$ cat src/rtl/core/mbsp_pkg.sv
`timescale 1ns / 1ps
`default_nettype none
// ----------------------------------------------------------------------------
// MIDI byte stream parser package
// Shared types and constants for the parser core and its decoder.
// ----------------------------------------------------------------------------
package mbsp_pkg;

  localparam int unsigned KindW  = 4;
  localparam int unsigned ChanW  = 4;
  localparam int unsigned DataW  = 7;
  localparam int unsigned CountW = 32;
  localparam int unsigned PhaseW = 4;

  typedef logic [KindW-1:0]  kind_t;
  typedef logic [ChanW-1:0]  chan_t;
  typedef logic [DataW-1:0]  data_t;
  typedef logic [CountW-1:0] count_t;
  typedef logic [PhaseW-1:0] phase_t;

  // Parse phase codes: for voice kind k, 2k+1 waits for the first data byte
  // and 2k+2 waits for the second.
  localparam phase_t PHASE_WAIT   = 4'd0;
  localparam phase_t PHASE_UNUSED = 4'd15;

  // Voice kinds that take a single data byte.
  localparam logic [2:0] KIND_PROG    = 3'd4;
  localparam logic [2:0] KIND_CHAN_AT = 3'd5;

  // First real-time event code (0xF8 maps here).
  localparam kind_t KIND_RT_BASE = 4'd7;

  // Parser state carried between items.
  typedef struct packed {
    phase_t phase;
    chan_t  channel;
    data_t  held;
  } parse_state_t;

  // Decoded event, minus the message count.
  typedef struct packed {
    kind_t kind;
    chan_t channel;
    data_t first_data;
    data_t second_data;
  } event_t;

endpackage
`default_nettype wire

$ cat src/rtl/core/mbsp_decode.sv
`timescale 1ns / 1ps
`default_nettype none
// ----------------------------------------------------------------------------
// MIDI byte decoder
// Next-state and event logic for one received byte under running status.
// ----------------------------------------------------------------------------
module mbsp_decode
  import mbsp_pkg::*;
(
  input  wire logic [7:0]   rx_byte,
  input  wire parse_state_t state_cur,
  output parse_state_t      state_nxt,
  output logic              emit,
  output event_t            evt
);

  logic       is_rt;
  logic       is_syscom;
  logic [2:0] kind_odd;
  logic [2:0] kind_even;
  data_t      data_byte;

  assign is_rt     = (rx_byte[7:3] == 5'b11111);
  assign is_syscom = (rx_byte[7:4] == 4'hF);
  assign data_byte = rx_byte[DataW-1:0];
  assign kind_odd  = state_cur.phase[3:1];
  assign kind_even = state_cur.phase[3:1] - 3'd1;

  always_comb begin
    state_nxt = state_cur;
    emit      = 1'b0;
    evt       = '0;
    if (is_rt) begin
      // real-time: report at once, leave the partial message alone
      emit     = 1'b1;
      evt.kind = KIND_RT_BASE + kind_t'(rx_byte[2:0]);
    end else if (is_syscom) begin
      // system common: ignore
    end else if (rx_byte[7]) begin
      state_nxt.channel = rx_byte[3:0];
      state_nxt.phase   = {rx_byte[6:4], 1'b1};
    end else if (state_cur.phase == PHASE_WAIT || state_cur.phase == PHASE_UNUSED) begin
      // stray data byte: drop it
      state_nxt.held = '0;
    end else if (state_cur.phase[0]) begin
      if (kind_odd == KIND_PROG || kind_odd == KIND_CHAN_AT) begin
        emit            = 1'b1;
        evt.kind        = kind_t'(kind_odd);
        evt.channel     = state_cur.channel;
        evt.first_data  = data_byte;
        state_nxt.held  = '0;
      end else begin
        state_nxt.held  = data_byte;
        state_nxt.phase = state_cur.phase + 4'd1;
      end
    end else begin
      emit            = 1'b1;
      evt.kind        = kind_t'(kind_even);
      evt.channel     = state_cur.channel;
      evt.first_data  = state_cur.held;
      evt.second_data = data_byte;
      state_nxt.held  = '0;
      // hold the message type for running status
      state_nxt.phase = state_cur.phase - 4'd1;
    end
  end

endmodule
`default_nettype wire

$ cat src/rtl/core/midi_byte_stream_parser.sv
`timescale 1ns / 1ps
`default_nettype none
// ----------------------------------------------------------------------------
// MIDI byte stream parser
// Turns received MIDI bytes into voice and real-time events.
// ----------------------------------------------------------------------------
// Input channel in_*: one received byte per item in in_tdata[7:0].
// Output channel out_*: one event per item; out_tuser carries the event kind,
// out_tdata the channel, both data bytes and the running message count.
// Status bytes, system common bytes, stray data bytes and the first data byte of
// a three-byte message produce no event; all but system common bytes only update
// the parse state. Each event is registered in the output register, or in the
// skid register when an earlier event still waits. Throughput: one byte per cycle
// while in_tready is high; the parse state and the message counter do not limit it.
// When the receiver stalls, the output register holds its event and one more
// event goes into a skid register; in_tready falls only once that is full.
// Reset (rst_n low, synchronous) clears the parse state, channel, held data
// byte, message counter and the valid flags of both output registers; no
// events are pending.
// ----------------------------------------------------------------------------
module midi_byte_stream_parser
  import mbsp_pkg::*;
(
  input  wire logic        clk,
  input  wire logic        rst_n,
  input  wire logic        in_tvalid,
  output logic             in_tready,
  input  wire logic [7:0]  in_tdata,   // [7:0] rx_byte
  output logic             out_tvalid,
  input  wire logic        out_tready,
  output logic [55:0]      out_tdata,  // [3:0] channel, [10:4] first_data,
                                       // [17:11] second_data,
                                       // [49:18] message_count, [55:50] zero
  output logic [3:0]       out_tuser   // [3:0] event_kind
);

  parse_state_t state_r, state_nxt;
  count_t       count_r, count_nxt;
  logic         emit;
  event_t       evt;
  logic         accept;
  logic         res_valid;
  logic         out_free;

  logic         out_valid_r;
  event_t       out_evt_r;
  count_t       out_count_r;
  logic         skid_valid_r;
  event_t       skid_evt_r;
  count_t       skid_count_r;

  mbsp_decode u_decode (
    .rx_byte   (in_tdata),
    .state_cur (state_r),
    .state_nxt (state_nxt),
    .emit      (emit),
    .evt       (evt)
  );

  assign in_tready = !skid_valid_r;
  assign accept    = in_tvalid && in_tready;
  assign res_valid = accept && emit;
  assign count_nxt = count_r + count_t'(1);
  assign out_free  = !out_valid_r || out_tready;

  always_ff @(posedge clk) begin
    if (!rst_n) begin
      state_r <= '0;
      count_r <= '0;
    end else if (accept) begin
      state_r <= state_nxt;
      if (emit) begin
        count_r <= count_nxt;
      end
    end
  end

  always_ff @(posedge clk) begin
    if (!rst_n) begin
      out_valid_r  <= 1'b0;
      skid_valid_r <= 1'b0;
    end else if (out_free) begin
      if (skid_valid_r) begin
        // drain skid first to keep order
        out_valid_r  <= 1'b1;
        out_evt_r    <= skid_evt_r;
        out_count_r  <= skid_count_r;
        skid_valid_r <= res_valid;
        skid_evt_r   <= evt;
        skid_count_r <= count_nxt;
      end else begin
        out_valid_r <= res_valid;
        out_evt_r   <= evt;
        out_count_r <= count_nxt;
      end
    end else if (res_valid) begin
      skid_valid_r <= 1'b1;
      skid_evt_r   <= evt;
      skid_count_r <= count_nxt;
    end
  end

  assign out_tvalid = out_valid_r;
  assign out_tuser  = out_evt_r.kind;
  assign out_tdata  = {6'd0, out_count_r, out_evt_r.second_data,
                       out_evt_r.first_data, out_evt_r.channel};

endmodule
`default_nettype wire
$ cat config.mk
export PLATFORM = sky130hd
export DESIGN_NAME = midi_byte_stream_parser
export DESIGN_NICKNAME = d
export VERILOG_FILES = /design/src/rtl/core/mbsp_pkg.sv /design/src/rtl/core/mbsp_decode.sv /design/src/rtl/core/midi_byte_stream_parser.sv
export SDC_FILE = /design/constraint.sdc
export NUM_CORES = 1
export LEC_CHECK = 0
export ABC_AREA = 1
export BUFFER_PORTS_ARGS = -buffer_cell sky130_fd_sc_hd__buf_4
export CAP_MARGIN = 40
export CORE_UTILIZATION = 59
export DETAILED_ROUTE_END_ITERATION = 12
export PLACE_DENSITY = 0.83
export SYNTH_ARGS = -nofsm -noshare
export SYNTH_HDL_FRONTEND = slang
export SYNTH_SLANG_ARGS = --single-unit
$ cat constraint.sdc
create_clock -name clk -period 8.75 [get_ports clk]
set_clock_uncertainty 0.2 [all_clocks]
set_input_delay 1.75 -clock clk [delete_from_list [all_inputs] [get_ports clk]]
set_output_delay 1.75 -clock clk [all_outputs]
set_load 0.02 [all_outputs]
**Yosys cells after proc, flatten, opt, wreduce, memory -nomap -nowiden**

Index checks and enable logic that the tools add are counted.
W data, S select, Z words.

- Add/subtract/negate cells: 5
- $mul: 0
- Divide/modulo/power cells: 0
- Order comparisons: 0
- Equal/unequal tests: 8
- Shifts and indexed selects: 0
- Multiplexer cells: 33
- Bitwise operators: 3
- Reductions and logical operators: 16

Operators by type and width:

| cell | number |
|---|---|
| $mux W22 | 7 |
| $mux W32 | 4 |
| $add A32 B1 Y32 const B | 1 |
| $mux W7 | 4 |
| $mux W4 | 5 |
| $mux W18 | 1 |
| $mux W15 | 1 |
| $mux W14 | 1 |
| $reduce_and A4 Y1 | 3 |
| $mux W1 | 10 |
| $eq A4 B4 Y1 const B | 2 |
| $eq A3 B3 Y1 const B | 2 |
| $eq A5 B5 Y1 const B | 1 |
| $reduce_and A5 Y1 | 1 |
| $add A3 B3 Y4 const A | 1 |
| $add A4 B1 Y4 const B | 1 |
| $logic_not A4 Y1 | 1 |
| $reduce_and A2 Y1 | 2 |
| $sub A4 B1 Y4 const B | 1 |
| $logic_or A1 B1 Y1 | 3 |
| $ne A3 B3 Y1 const B | 1 |
| $not A1 Y1 | 3 |
| $reduce_and A3 Y1 | 1 |
| $sub A3 B1 Y3 const B | 1 |
| other kinds (5) | 7 |

- Register bits after elaboration: 157
- Bits in latches: 0
- Memory bits (writable): 0
- ROM bits: 0
- Output and inout port bits: 62
- Word-level logic and storage cells: 82
- Memories kept: 0

**Logic depth before layout (Yosys ltp)**

Gate-level depths: netlist of run 1.

- Word-level depth: 11
- Mapped depth: 13

**By module**

From an unflattened synthesis of run 1, not the netlist that was laid out.

- Cells, all modules: 878
- Area, all modules: 7526.0 µm²

Modules (own cells, without submodules):

| module | times used | cells each | area an instance (µm²) |
|---|---|---|---|
| midi_byte_stream_parser | 1 | 737 | 6799.0 |
| mbsp_decode | 1 | 141 | 726.9 |

**Least setup slack after synthesis of run 1**

OpenSTA, ideal clock, no wires.

- Path type: input port to flip-flop
- From: input rst_n
- To: register skid_count_r[0], enable pin
- Setup time: 0.472 ns
- Arrival: 6.358 ns
- Slack: 1.720 ns
- Stages on the path: 5
- Path buffers: 1
- Cells stage by stage: clkbuf_1 > clkinv_1 > nor2_1 > nand2_1 > o21ai_1

- Longest elaborated chain between the ends: 1

Ends and longest elaborated chain:

| what | line | source |
|---|---|---|
| start, declared | midi_byte_stream_parser.sv:25 | `input wire logic rst_n,` |
| $reduce_and A3 Y1 (no line) | - |  |
| end signal, assigned | midi_byte_stream_parser.sv:90 | `skid_count_r <= count_nxt;` |
| end signal, assigned | midi_byte_stream_parser.sv:99 | `skid_count_r <= count_nxt;` |
| end, declared | midi_byte_stream_parser.sv:50 | `count_t skid_count_r;` |

Every way passes these cells.
A chain may end at the register's enable or synchronous reset.

**Worst setup path in the final report of run 1**

- From: register state_r[11] in the netlist's numbering
- To: register skid_count_r[26], enable pin

- Longest elaborated chain between the ends: 9

Ends and longest elaborated chain:

| what | line | source |
|---|---|---|
| start, declared | midi_byte_stream_parser.sv:37 | `parse_state_t state_r, state_nxt;` |
| start signal, assigned | midi_byte_stream_parser.sv:71 | `state_r <= state_nxt;` |
| $eq A4 B4 Y1 or $logic_not A4 Y1 (tied branches) | mbsp_decode.sv:42 | `end else if (state_cur.phase == PHASE_WAIT \|\| state_cur.phase == PHASE_UNUSED) begin` |
| $logic_or A1 B1 Y1 | mbsp_decode.sv:42 |  |
| $mux W1 (*) | mbsp_decode.sv:42 |  |
| $mux W1 (*) | mbsp_decode.sv:39 | `end else if (rx_byte[7]) begin` |
| $mux W1 (*) | mbsp_decode.sv:37 | `end else if (is_syscom) begin` |
| $mux W1 (*) | mbsp_decode.sv:33 | `if (is_rt) begin` |
| $logic_and A1 B1 Y1 (*) | midi_byte_stream_parser.sv:62 | `assign res_valid = accept && emit;` |
| $reduce_bool A2 Y1 (no line) (*) | - |  |
| $reduce_and A3 Y1 (no line) (*) | - |  |

Every way passes the cells marked *; elsewhere a longest branch is shown, timed or not.

==> flow_summary.json, run 1 <==
{
  "ir_worst_vdd_mv": 0.143,
  "final_antenna_net_count": 0,
  "fin_cells": 1075,
  "grt_max_degree": 55,
  "setup_viol": 0,
  "fillers": 944,
  "p_leak_uw": 0.00360,
  "start_util": 0.605,
  "dpl-instance-area_um2": 7840,
  "yosysUniqueCellTypes": 33,
  "utilization": 0.700,
  "num_vias": 5592,
  "synth_compound_area_frac": 0.0455,
  "muxShareOfSynthArea": 0,
  "slew_viol_final": 0,
  "status": "finished clean",
  "p_per_area_nw_per_um2": 217,
  "syn_area_um2": 7260,
  "holdPathEnd": "state_r[5]",
  "critPathArrivalTime_ns": 3.95,
  "r2r_slack_ns": 4.67,
  "drc": 0,
  "root_buffer": "clkbuf_16",
  "synth-adder-area-share": 0.0138,
  "grt.overflow.total": 0,
  "area_growth_pct": 15.8,
  "min_period_ns": 4.08,
  "drt-total-wl_mm": 15.0,
  "grt_antenna_before_repair": 0,
  "timing.rr.start": "state_r[11]",
  "synth_top_family_by_area": "simple AND/OR/NAND/NOR gates",
  "clock_path_buffers": 2,
  "cts_setup_buffers": 0,
  "synth_ff_type": "edfxtp_1",
  "maxCapViolations": 0,
  "nNetsFinal": 935,
  "critPathCaptureType": "flop",
  "cts_tree": "done",
  "synthXorXnorAreaFrac": 0.0205,
  "holdWs_ns": 0.268,
  "hold_class": "reg -> reg",
  "async_reset_ff_frac": 0,
  "io_pins": 74,
  "ys_warn_count": 0,
  "relSlewSlack": 0.538,
  "dr.pass1.iters": 7,
  "wl_per_cell_um": 13.9,
  "r2r-end": "skid_count_r[26]",
  "rsz0062_at_grt": "false",
  "vias_per_cell": 5.20,
  "die_y_um": 113,
  "synth_seq_cells": 157,
  "tightest_slew_ns": 0.693,
  "r2r.worst_path.cells": 10,
  "cts_hold_buf": 0,
  "gpl.final_weighted_congestion": 0.991,
  "drt_iter0_drc": 470,
  "hold_viol_final": 0,
  "antenna_cells": 0,
  "post-route-period-util": 0.467,
  "avgSynthCellArea_um2": 8.53,
  "numCtsBuffers": 17,
  "grt.total_usage": 0.246,
  "place_inst": 1043,
  "grt_pass1_vias": 4906,
  "crit_type": "reg -> reg",
  "hpwlAfterDp_mm": 10.0,
  "worstHoldStart": "state_r[5]",
  "num_rows": 40,
  "min_path_cells": 2,
  "synth_edf_count": 108,
  "drive_above_1_share": 0.131,
  "grt_pass1_wl_mm": 23.9,
  "die_x_um": 113,
  "synth_top_cell_by_area": "edfxtp_1",
  "clkSinkCount": 157,
  "netlist_instances": 852,
  "cp_data_required_time_ns": 8.62,
  "clk_latency_ns": 0.43,
  "cts.htree.levels": 4,
  "critPathLaunch": "state_r[11]",
  "ctsResizeCount": 0,
  "final.setup.tns_ns": 0,
  "max_freq_mhz": 245,
  "stdcell_area_um2": 8410,
  "synth_simple_gate_area_share": 0.280,
  "io_buffers": 67,
  "coreArea_um2": 12000,
  "yosysSeqAreaShare": 0.581,
  "startpoint_type": "flop",
  "cp_max_fo": 52,
  "clk_pin_slew_ns": 0.06,
  "synth_top_area_frac": 0.446,
  "die-area_um2": 12800,
  "yosys-top-cells-area": "edfxtp_1 (45%), nand2_1 (17%), dfxtp_1 (14%)"
}
registers in the layout, indices dropped and copies added, names as in the netlist:
register / flops
count_r: 32
out_count_r: 32
skid_count_r: 32
skid_evt_r: 22
out_tdata: 18
state_r: 15
out_tuser: 4
out_tvalid: 1
skid_valid_r: 1
worst max-delay path by stage:
stage | slack, ns | end | depth (start not counted)
after global placement | 4.44 | skid_count_r[26] | 8
after floorplan | 1.72 | skid_count_r[0] | 5
final | 4.67 | skid_count_r[26] | 10
after detailed placement | 4.31 | skid_count_r[15] | 8
after global routing | 4.35 | skid_count_r[12] | 10
after CTS | 4.66 | skid_count_r[11] | 10
report_power, final:
| part | switching (uW) | total (uW) | internal [uW] |
|---|---|---|---|
| logic | 158 | 238 | 79.8 |
| registers | 29.7 | 875 | 846 |
| clock network | 311 | 714 | 404 |
| total | 498 | 1830 | 1330 |
kinds of logic after synthesis:
group                      count (synthesis)
AOI/OAI and AO/OA                         59
DFF                                      157
xor gates and xnor gates                  17
adders and majority gates                  8
buffers and inverters                     97
and+or+nand+nor                          513
other                                      1
cells in the mapped netlist (6+ instances only):
master and n:
buf_4 7, nand4_1 7, o21ai_0 11, dfxtp_1 49, inv_1 60, nor2_2 6, nand3_1 25, ha_1 8
xnor2_1 6, a31oi_1 11, edfxtp_1 108, nor2_1 141, a21oi_1 18, xor2_1 11, clkbuf_1 16, nand2_1 324
o21ai_1 10
worst max-delay path, stage by stage (launching register included):
cell	delay, ns
dfxtp_1	0.62
clkinv_1	0.40
ha_1	0.34
nand2_1	0.07
nand2_1	0.06
nand2_2	0.23
nand3_4	0.21
nand2_2	0.13
nand2_4	0.31
o21ai_4	0.59
buf_4	0.54
layout by cell type, fill, tap and decap left out, types with 2 or more instances in the layout:
cell and instances:
edfxtp_1 108, nor2_2 6, nor3_1 3, buf_4 71, inv_6 4, nor2_1 140
a21oi_1 18, clkinv_4 3, nand4_1 7, o21ai_0 11, a31oi_1 11, nand2_1 324
ha_1 8, inv_1 60, inv_2 3, clkinv_2 2, o21ai_1 9, dfxtp_1 49
a22oi_1 4, clkinvlp_4 3, nand2_2 4, xor2_1 11, xnor2_1 6, clkbuf_16 17
nor2_4 2, nand3_1 25, clkinv_1 2, conb_1 6, o22ai_1 2
layer usage:
metal	track usage	vias up	part of all wire
li1	-	2840	-
met1	0.353	2525	0.47
met2	0.373	207	0.44
met3	0.0530	20	0.070
met4	0.0868	0	0.014
met5	0	-	0
cell type report:
cell class / instances / area [um2] / area share
Tap cell: 147 / 184 / 0.0219
Sequential cell: 157 / 4220 / 0.502
Clock buffer: 18 / 439 / 0.0522
Inverter: 65 / 244 / 0.0290
Clock inverter: 14 / 135 / 0.0161
Timing Repair Buffer: 71 / 533 / 0.0634
Multi-Input combinational cell: 603 / 2650 / 0.315
per-stage QoR:
stage          total power, uW  setup slack [ns]
2_1_floorplan             1050              1.72
3_3_place_gp              1120              4.44
3_5_place_dp              1130              4.31
4_1_cts                   1830              4.66
5_1_grt                   1900              4.35
6_report                  1830              4.67
Power figures use the tool's default switching activity.
==> run 2, diff against run 1 <==
- clock period: 8.75 -> 3.98 ns (I/O delays scaled with it)
==> run 2 against run 1 <==
Sequential power is 120% higher. Critical path depth unchanged. Fmax is 34% higher. Register-to-register slack worse by 3.7 ns. First-iteration DRC count is 32% higher. Power rose by 120%. Sequential share of layout area is 0.19 points lower. Global-route usage up 0.75 points. Die area is the same. Critical path type unchanged. Largest cell class unchanged. Highest routed layer unchanged.
==> flow_summary.json, run 2 (synthesis gave the netlist of run 1 again) <==
{
  "status": "finished clean",
  "r2r.worst_path.cells": 10,
  "critPathArrivalTime_ns": 2.94,
  "cts_hold_buf": 0,
  "timing.rr.start": "state_r[11]",
  "coreArea_um2": 12000,
  "drt-total-wl_mm": 15.1,
  "clkSinkCount": 157,
  "io_pins": 74,
  "final_antenna_net_count": 0,
  "met3_usage": 0.0525,
  "vias_per_cell": 5.26,
  "grt.overflow.total": 0,
  "gpl.final_weighted_congestion": 0.968,
  "grt_antenna_before_repair": 0,
  "min_path_cells": 2,
  "p_leak_uw": 0.00361,
  "relSlewSlack": 0.571,
  "post-route-period-util": 0.766,
  "worstHoldStart": "state_r[2]",
  "tightest_slew_ns": 0.644,
  "critical_path.top_delay_family": "simple AND/OR/NAND/NOR gates",
  "drc": 0,
  "r2r-end": "skid_evt_r[6]",
  "hold_viol_final": 0,
  "p_per_area_nw_per_um2": 477,
  "power_uw": 4030,
  "io_buffers": 67,
  "cts_tree": "done",
  "grt_pass1_wl_mm": 25.0,
  "grt.total_usage": 0.253,
  "nNetsFinal": 937,
  "final_cell_mix": "nand2_1 (324), nor2_1 (140), edfxtp_1 (108)",
  "rsz0062_at_grt": "false",
  "die_x_um": 113,
  "drive_above_1_share": 0.132,
  "startpoint_type": "flop",
  "root_buffer": "clkbuf_16",
  "grt_util_met2": 0.375,
  "area_growth_pct": 16.2,
  "path_buf_inv": 2,
  "start_util": 0.605,
  "clk_pin_slew_ns": 0.06,
  "critPathCaptureType": "flop",
  "cts_setup_buffers": 0,
  "holdPathEnd": "state_r[2]",
  "wl_per_cell_um": 14.0,
  "hold_class": "reg -> reg",
  "ctsResizeCount": 0,
  "slew_viol_final": 0,
  "cp_max_fo": 54,
  "grt_max_degree": 55,
  "groute.layer.met1.usage": 0.379,
  "crit_slowest_cell": "dfxtp_1",
  "antenna_cells": 0,
  "die_y_um": 113,
  "die-area_um2": 12800,
  "maxCapViolations": 0,
  "r2r_slack_ns": 0.93,
  "largestRegisters": "count_r: 32 flops, out_count_r: 32 flops, skid_count_r: 32 flops",
  "cts.htree.levels": 4,
  "max_freq_mhz": 328,
  "hpwlAfterDp_mm": 10.2,
  "holdWs_ns": 0.281,
  "place_inst": 1045,
  "crit_type": "reg -> reg",
  "setup_viol": 0,
  "cp_data_required_time_ns": 3.87,
  "fin_cells": 1077,
  "slowest_delay_ns": 0.63,
  "clk_latency_ns": 0.43,
  "grt_pass1_vias": 5045,
  "dr.pass1.iters": 6,
  "path_cells": "clkinv_1 > ha_1 > nand2_1 > nand2_1 > nand2_2 > nand3_4 > nand2_2 > nand2_4 > o21ai_4 > buf_12",
  "num_rows": 40,
  "num_vias": 5667,
  "busiest_layer": "met1",
  "final.setup.tns_ns": 0,
  "drt_iter0_drc": 621,
  "ir_worst_vdd_mv": 0.223,
  "min_period_ns": 3.05,
  "final_common_cell": "nand2_1",
  "clock_path_buffers": 2,
  "numCtsBuffers": 17
}
==> run 2: power breakdown <==
group	internal (uW)	total (uW)	switching, uW
combinational	178	523	345
sequential	1860	1930	67.7
clock	883	1580	699
total	2920	4030	1110
==> run 2: per-stage QoR <==
step / setup WS, ns / utilization / cell area [um2]
3_5_place_dp: 1.01 / 0.655 / 7870
5_1_grt: 0.671 / 0.703 / 8440
6_report: 0.933 / 0.703 / 8440
3_3_place_gp: 1.08 / 0.655 / 7870
4_1_cts: 0.982 / 0.703 / 8440
2_1_floorplan: 0.335 / - / 7290
==> run 2: metal layers <==
layer,vias to the layer above,share of wire
met2,233,0.44
met5,-,0
met4,0,0.0095
li1,2857,-
met3,11,0.072
met1,2566,0.48
==> run 2: worst max-delay path by stage <==
stage                       end  cells after the start         from
6_report          skid_evt_r[6]                     10  state_r[11]
5_1_grt             count_r[10]                     10  state_r[11]
4_1_cts         skid_count_r[5]                     10  state_r[11]
3_5_place_dp   skid_count_r[30]                     10  state_r[11]
3_3_place_gp   skid_count_r[15]                     10  state_r[11]
2_1_floorplan   skid_count_r[0]                     11  state_r[11]
==> run 2: worst min-delay path, stage by stage, from the launching register on <==
cell and delay, ns:
dfxtp_1 0.32, nand2_1 0.06, a21oi_1 0.06
==> run 2: layout make-up <==
cell class	count	area [um2]
repair buffers	73	561
flip-flops and latches	157	4220
well taps	147	184
inverters	65	244
clock inverters	15	153
multi-input cells	603	2650
fillers	930	3570
clock buffers	17	425
